[src/zsce_pkg.sv]
// ----------------------------------------------------------------------------
// zsce_pkg
// Types, constants and codes shared by the zoomed sprite chunk expander.
// ----------------------------------------------------------------------------
package zsce_pkg;

  localparam int MAP_DEPTH_DEF = 524288;
  localparam int MAP_ADDR_IN_W = 19;
  localparam int MAP_WORD_W    = 24;
  localparam int CFG_IDX_W     = 3;
  localparam int CFG_DATA_W    = 16;

  // register indexes of the configuration port
  typedef enum logic [CFG_IDX_W-1:0] {
    CFG_VARIANT       = 3'd0,
    CFG_X_OFFSET      = 3'd1,
    CFG_Y_OFFSET      = 3'd2,
    CFG_PRIMASK_ZERO  = 3'd3,
    CFG_PRIMASK_ONE   = 3'd4,
    CFG_PRIMASK_TWO   = 3'd5,
    CFG_PRIMASK_THREE = 3'd6
  } cfg_index_t;

  localparam logic [9:0]  X_OFFSET_RST    = 10'sd44;
  localparam logic [10:0] Y_OFFSET_RST    = 11'h5c2;  // -574
  localparam logic [15:0] PRIMASK_ZERO_RST  = 16'hfffc;
  localparam logic [15:0] PRIMASK_ONE_RST   = 16'hfff0;
  localparam logic [15:0] PRIMASK_TWO_RST   = 16'hff00;
  localparam logic [15:0] PRIMASK_THREE_RST = 16'h0000;

  localparam logic signed [12:0] COORD_FOLD = 13'sh340;
  localparam logic signed [12:0] COORD_WRAP = 13'sh400;
  localparam logic [15:0]        INVALID_CODE = 16'hffff;

  localparam logic ACTION_LOAD   = 1'b0;
  localparam logic ACTION_EXPAND = 1'b1;

  typedef struct packed {
    logic        action;
    logic [18:0] map_address;
    logic [23:0] map_word;
    logic [31:0] attr_word_a;
    logic [31:0] attr_word_b;
    logic [31:0] attr_word_c;
  } in_item_t;

  typedef struct packed {
    logic               chunk_valid;
    logic [23:0]        chunk_code;
    logic [7:0]         palette;
    logic               flip_horizontal;
    logic               flip_vertical;
    logic signed [11:0] screen_x;
    logic signed [11:0] screen_y;
    logic [6:0]         chunk_width;
    logic [6:0]         chunk_height;
    logic [1:0]         priority_res;
    logic [15:0]        priority_mask;
    logic               last;
  } out_item_t;

  // controller -> datapath
  typedef struct packed {
    logic capture;
    logic mod_start;
    logic mem_write;
    logic mem_read;
    logic out_load;
    logic chunk_next;
  } ctrl_cmd_t;

  // datapath -> controller
  typedef struct packed {
    logic is_store;
    logic tile_zero;
    logic mod_done;
    logic out_free;
    logic last_chunk;
  } ctrl_status_t;

endpackage

[src/zsce_ctrl.sv]
// ----------------------------------------------------------------------------
// zsce_ctrl
// Sequencer: capture, address reduction, map store access and one
// result per chunk.
// ----------------------------------------------------------------------------
module zsce_ctrl
  import zsce_pkg::*;
(
  input  logic         clk,
  input  logic         rst,
  input  logic         in_valid,
  output logic         in_ready,
  input  ctrl_status_t status,
  output ctrl_cmd_t    cmd
);

  typedef enum logic [4:0] {
    S_IDLE   = 5'b00001,
    S_DECODE = 5'b00010,
    S_ADDR   = 5'b00100,
    S_WAIT   = 5'b01000,
    S_EMIT   = 5'b10000
  } state_t;

  state_t state, state_next;

  always_ff @(posedge clk) begin
    if (rst) state <= S_IDLE;
    else     state <= state_next;
  end

  always_comb begin
    state_next = state;
    cmd        = '0;
    in_ready   = 1'b0;
    case (state)
      S_IDLE: begin
        in_ready = 1'b1;
        if (in_valid) begin
          cmd.capture = 1'b1;
          state_next  = S_DECODE;
        end
      end
      S_DECODE: begin
        if (!status.is_store && status.tile_zero) state_next = S_IDLE;
        else                                      state_next = S_ADDR;
      end
      S_ADDR: begin
        cmd.mod_start = 1'b1;
        state_next    = S_WAIT;
      end
      S_WAIT: begin
        if (status.mod_done) begin
          if (status.is_store) begin
            cmd.mem_write = 1'b1;
            state_next    = S_IDLE;
          end else begin
            cmd.mem_read = 1'b1;
            state_next   = S_EMIT;
          end
        end
      end
      S_EMIT: begin
        if (status.out_free) begin
          cmd.out_load = 1'b1;
          if (status.last_chunk) begin
            state_next = S_IDLE;
          end else begin
            cmd.chunk_next = 1'b1;
            state_next     = S_ADDR;
          end
        end
      end
      default: state_next = S_IDLE;
    endcase
  end

endmodule

[config.mk]
export PLATFORM = sky130hd
export DESIGN_NAME = zsce_ctrl
export DESIGN_NICKNAME = d
export VERILOG_FILES = /design/src/zsce_pkg.sv /design/src/zsce_ctrl.sv
export SDC_FILE = /design/constraint.sdc
export NUM_CORES = 1
export LEC_CHECK = 0
export BUFFER_PORTS_ARGS = -buffer_cell sky130_fd_sc_hd__clkbuf_2
export CAP_MARGIN = 10
export CORE_AREA = 2 2 39 41
export CTS_CLUSTER_DIAMETER = 150
export CTS_CLUSTER_SIZE = 25
export DETAILED_ROUTE_END_ITERATION = 8
export DIE_AREA = 0 0 41 43
export PLACE_DENSITY = 0.64
export SLEW_MARGIN = 20
export SYNTH_ARGS = -nofsm -noshare
export SYNTH_HDL_FRONTEND = slang
export SYNTH_SLANG_ARGS = --single-unit
[constraint.sdc]
create_clock -name clk -period 3.74 [get_ports clk]
set_clock_uncertainty 0.05 [all_clocks]
set_input_delay 0.374 -clock clk [delete_from_list [all_inputs] [get_ports clk]]
set_output_delay 0.374 -clock clk [all_outputs]
set_load 0.005 [all_outputs]
---- Word-level counts from Yosys, hierarchy flattened ----
Cells that the tools add are included.
cells by class
  add/sub/neg operators ................... 0
  multiply operators ...................... 0
  divide/modulo/power cells ............... 0
  magnitude comparators ................... 0
  eq/ne operators ......................... 8
  shift-type cells ........................ 0
  multiplexer cells ....................... 18
  bitwise gates (word level) .............. 0
  reduce and logical (&&, ||, !) cells .... 3
operators by type and width
  kind                  count
  $pmux W5 S5           1
  $mux W5               4
  $mux W2               4
  $mux W1               7
  $mux W3               2
  $ne A2 B2 Y1 const B  3
  $eq A5 B1 Y1 const B  1
  $eq A5 B2 Y1 const B  1
  $eq A5 B3 Y1 const B  1
  $eq A5 B4 Y1 const B  1
  $eq A5 B5 Y1 const B  1
  $reduce_and A3 Y1     1
  $logic_and A1 B1 Y1   1
  $logic_not A1 Y1      1
word-level totals
  register bits ........................... 5
  bits in latches ......................... 0
  bits in writable memories ............... 0
  ROM bits ................................ 0
  input port bits ......................... 8
  output and inout port bits .............. 7
  word-level logic and storage cells ...... 30
  memories kept ........................... 0

---- Longest topological paths before layout ----
  word-level depth ........................ 4
  mapped depth ............................ 5

---- Least setup slack after synthesis ----
No wires, ideal clock.
  path kind ............................... register to output
  start ................................... register state[0]
  end ..................................... output cmd[3] in the netlist's numbering
  arrival ................................. 1,079 ps
  data required time ...................... 3,316 ps
  setup slack ............................. 2,237 ps
  stages on the path, launching flop included .. 4
  cell sequence ........................... dfxtp_1 > buf_6 > or4_4 > nor3_1
RTL lines
  item                    line             RTL
  from (decl)             zsce_ctrl.sv:25  state_t state, state_next;
  from (signal assigned)  zsce_ctrl.sv:29  else state <= state_next;
  to (decl)               zsce_ctrl.sv:14  output ctrl_cmd_t cmd

==> results.ini <==
[floorplan]
dieArea_mm2=0.001763
coreArea_mm2=0.001384
io_pins=15
die_width_um=41
chipHeight_um=43
num_rows=14
start_util_pct=28.84

[cts]
clockRootBuffer=clkbuf_4
post_cts_buffers=0
cts_buffers=3
cts_hold_buf=0
clock_latency_ns=0.24
cts_resized=0
clockBufferDepth=2
cts_tree=done
htreeDepth=1
clkTransAtPathRegs_ns=0.05
clkSinkCount=5

[job]
drv_cap=0

[yosys]
ys_types=29
avgSynthCellArea_um2=8.146
syn_area_um2=399.1
yosys.area.top_type=dfxtp_1
syn_nets=57
synth_edf_count=0
ys_seq_area_share_pct=25.08
syn_inst=49
synth_xor_area_share_pct=2.194
synth_area_leaders=dfxtp_1 (25%), nor2_1 (6.6%), buf_6 (5.6%)
synth_top_family_by_area=simple AND/OR/NAND/NOR gates
yosys.area_share.simple_pct=42.95
synth_compound_area_share_pct=22.26
synth_mux_area_share_pct=0
synthAdderAreaFrac_pct=0
synth_most_common_cell=nor2_1
synth_top_area_share_pct=25.08
synth_commonest_cells=nor2_1 (7), dfxtp_1 (5), nor3_1 (4)
async_flop_share_pct=0
synth_warnings=0
synth-main-ff-cell=dfxtp_1
synth_seq_cells=5

[global_routing]
overflow=0
antenna_found_initial=0
grt_pass1_wl_mm=1.352
grt_pass1_vias=347
grt_max_degree=11
grt_usage_pct=12.19

[finish]
diodes=0
largest_reg_flops=5
reg_top3=state x5
drive_above_1_share_pct=35.38
syn_to_final_growth_pct=23.51
fin_area_um2=493.0
top_register=state
final_core_util_pct=35.62
num-nets-final=74

[detailed_routing]
drc=0
routed_wl_um=940
dr.pass1.iters=4
vias=402
wl_per_cell_um=11.60
first_iter_violations=10
drtAntennaViolNets=0
vias_per_cell=4.963

[hold_path]
hold_depth=2
hp-class=in2reg

[sta]
worst_slew_pin_slew_ns=0.3423
hold_slack_ns=0.3051
post-route-min-period_ns=1.870
period_share_pct=50.00
fmax_ghz=0.5348
rsz0062_at_grt=no
finalSetupTns_ns=0
slew_viol_final=0
relSlewSlack_pct=76.59
finalSetupViolCount=0
final-hold-violation-count=0

[worst_setup_path]
cp-start-kind=flip-flop
end_kind=output port
critPathRequiredTime_ns=3.32
arrival_ns=1.45
reg2reg_depth=4
critPathKind=reg2out
crit_fanout=7

[place]
post-dp-hpwl_um=729
gp_routability_congestion=0.7053
dpl_cell_area_um2=466.7
port_buffers=14

[power_and_ir_drop]
power.density_mw_per_mm2=589.5
power_leakage_nw=0.2103
ir_worst_vdd_mv=0.1603

[status]
status=finished clean

-- layer usage --
metal	global-route usage [%]	share of wire [%]
met1	12.66	45
met2	18.13	51
met3	3.141	3.8
met4	12.00	0
met5	0	0
-- cells by family after synthesis --
family	Yosys count
AO/OA/AOI/OAI	11
XOR/XNOR	1
flip-flops	5
buffers and inverters	4
AND/OR/NAND/NOR	28
-- worst max-delay path: stages (launching register included) --
cell	delay, ns
dfxtp_1	0.35
or4_4	0.57
nor3_4	0.15
clkbuf_2	0.14
-- cells in the final DEF (no fill, tap or decap) --
| cell | count |
|---|---|
| a2111oi_0 | 1 |
| a21oi_2 | 1 |
| a221oi_1 | 1 |
| a2bb2oi_1 | 1 |
| and2_1 | 2 |
| and3_1 | 1 |
| clkbuf_1 | 1 |
| clkbuf_2 | 14 |
| clkbuf_4 | 3 |
| dfxtp_1 | 5 |
| inv_1 | 2 |
| nand2_1 | 1 |
| nand2b_1 | 2 |
| nand3_1 | 2 |
| nand3b_1 | 1 |
| nand4bb_1 | 1 |
| nor2_1 | 7 |
| nor2_2 | 1 |
| nor3_1 | 4 |
| nor3_4 | 1 |
| nor3b_1 | 2 |
| nor4_1 | 1 |
| o211ai_1 | 1 |
| o21a_1 | 1 |
| o21ai_0 | 2 |
| o21ai_1 | 1 |
| o221a_2 | 1 |
| o22ai_2 | 1 |
| or3_1 | 1 |
| or4_4 | 1 |
| xor2_1 | 1 |
-- report_power, final --
group	total, mW	switching, mW	internal (mW)
clock network	0.0632	0.0229	0.0404
logic	0.135	0.0690	0.0659
registers	0.0925	0.0254	0.0670
-- area by class of cell --
| class | count | area [um2] |
|---|---|---|
| fillers | 151 | 890.9 |
| multi-input cells | 40 | 269.0 |
| flip-flops and latches | 5 | 100.1 |
| repair buffers | 14 | 70.07 |
| clock buffers | 4 | 26.28 |
| well taps | 16 | 20.02 |
| inverters | 2 | 7.507 |
-- path summary, 6_finish.rpt --
path / startpoint / to / slack, ns
worst max register to register: state[3] / state[3] / 2.27
worst max-delay path: state[1] / cmd[2] / 1.87
worst min-delay path: rst / state[4] / 0.31
worst min register to register: state[0] / state[1] / 0.63
-- metrics by stage --
stage                     instances  setup slack, ns  power, mW
after floorplan                  49            2.237     0.2026
after global placement           77            2.149     0.2252
after detailed placement         77            2.125     0.2260
after CTS                        81            1.863     0.2913
after global routing             81            1.750     0.3107
final                            81            1.870     0.2906
Power figures use the tool's default switching activity.
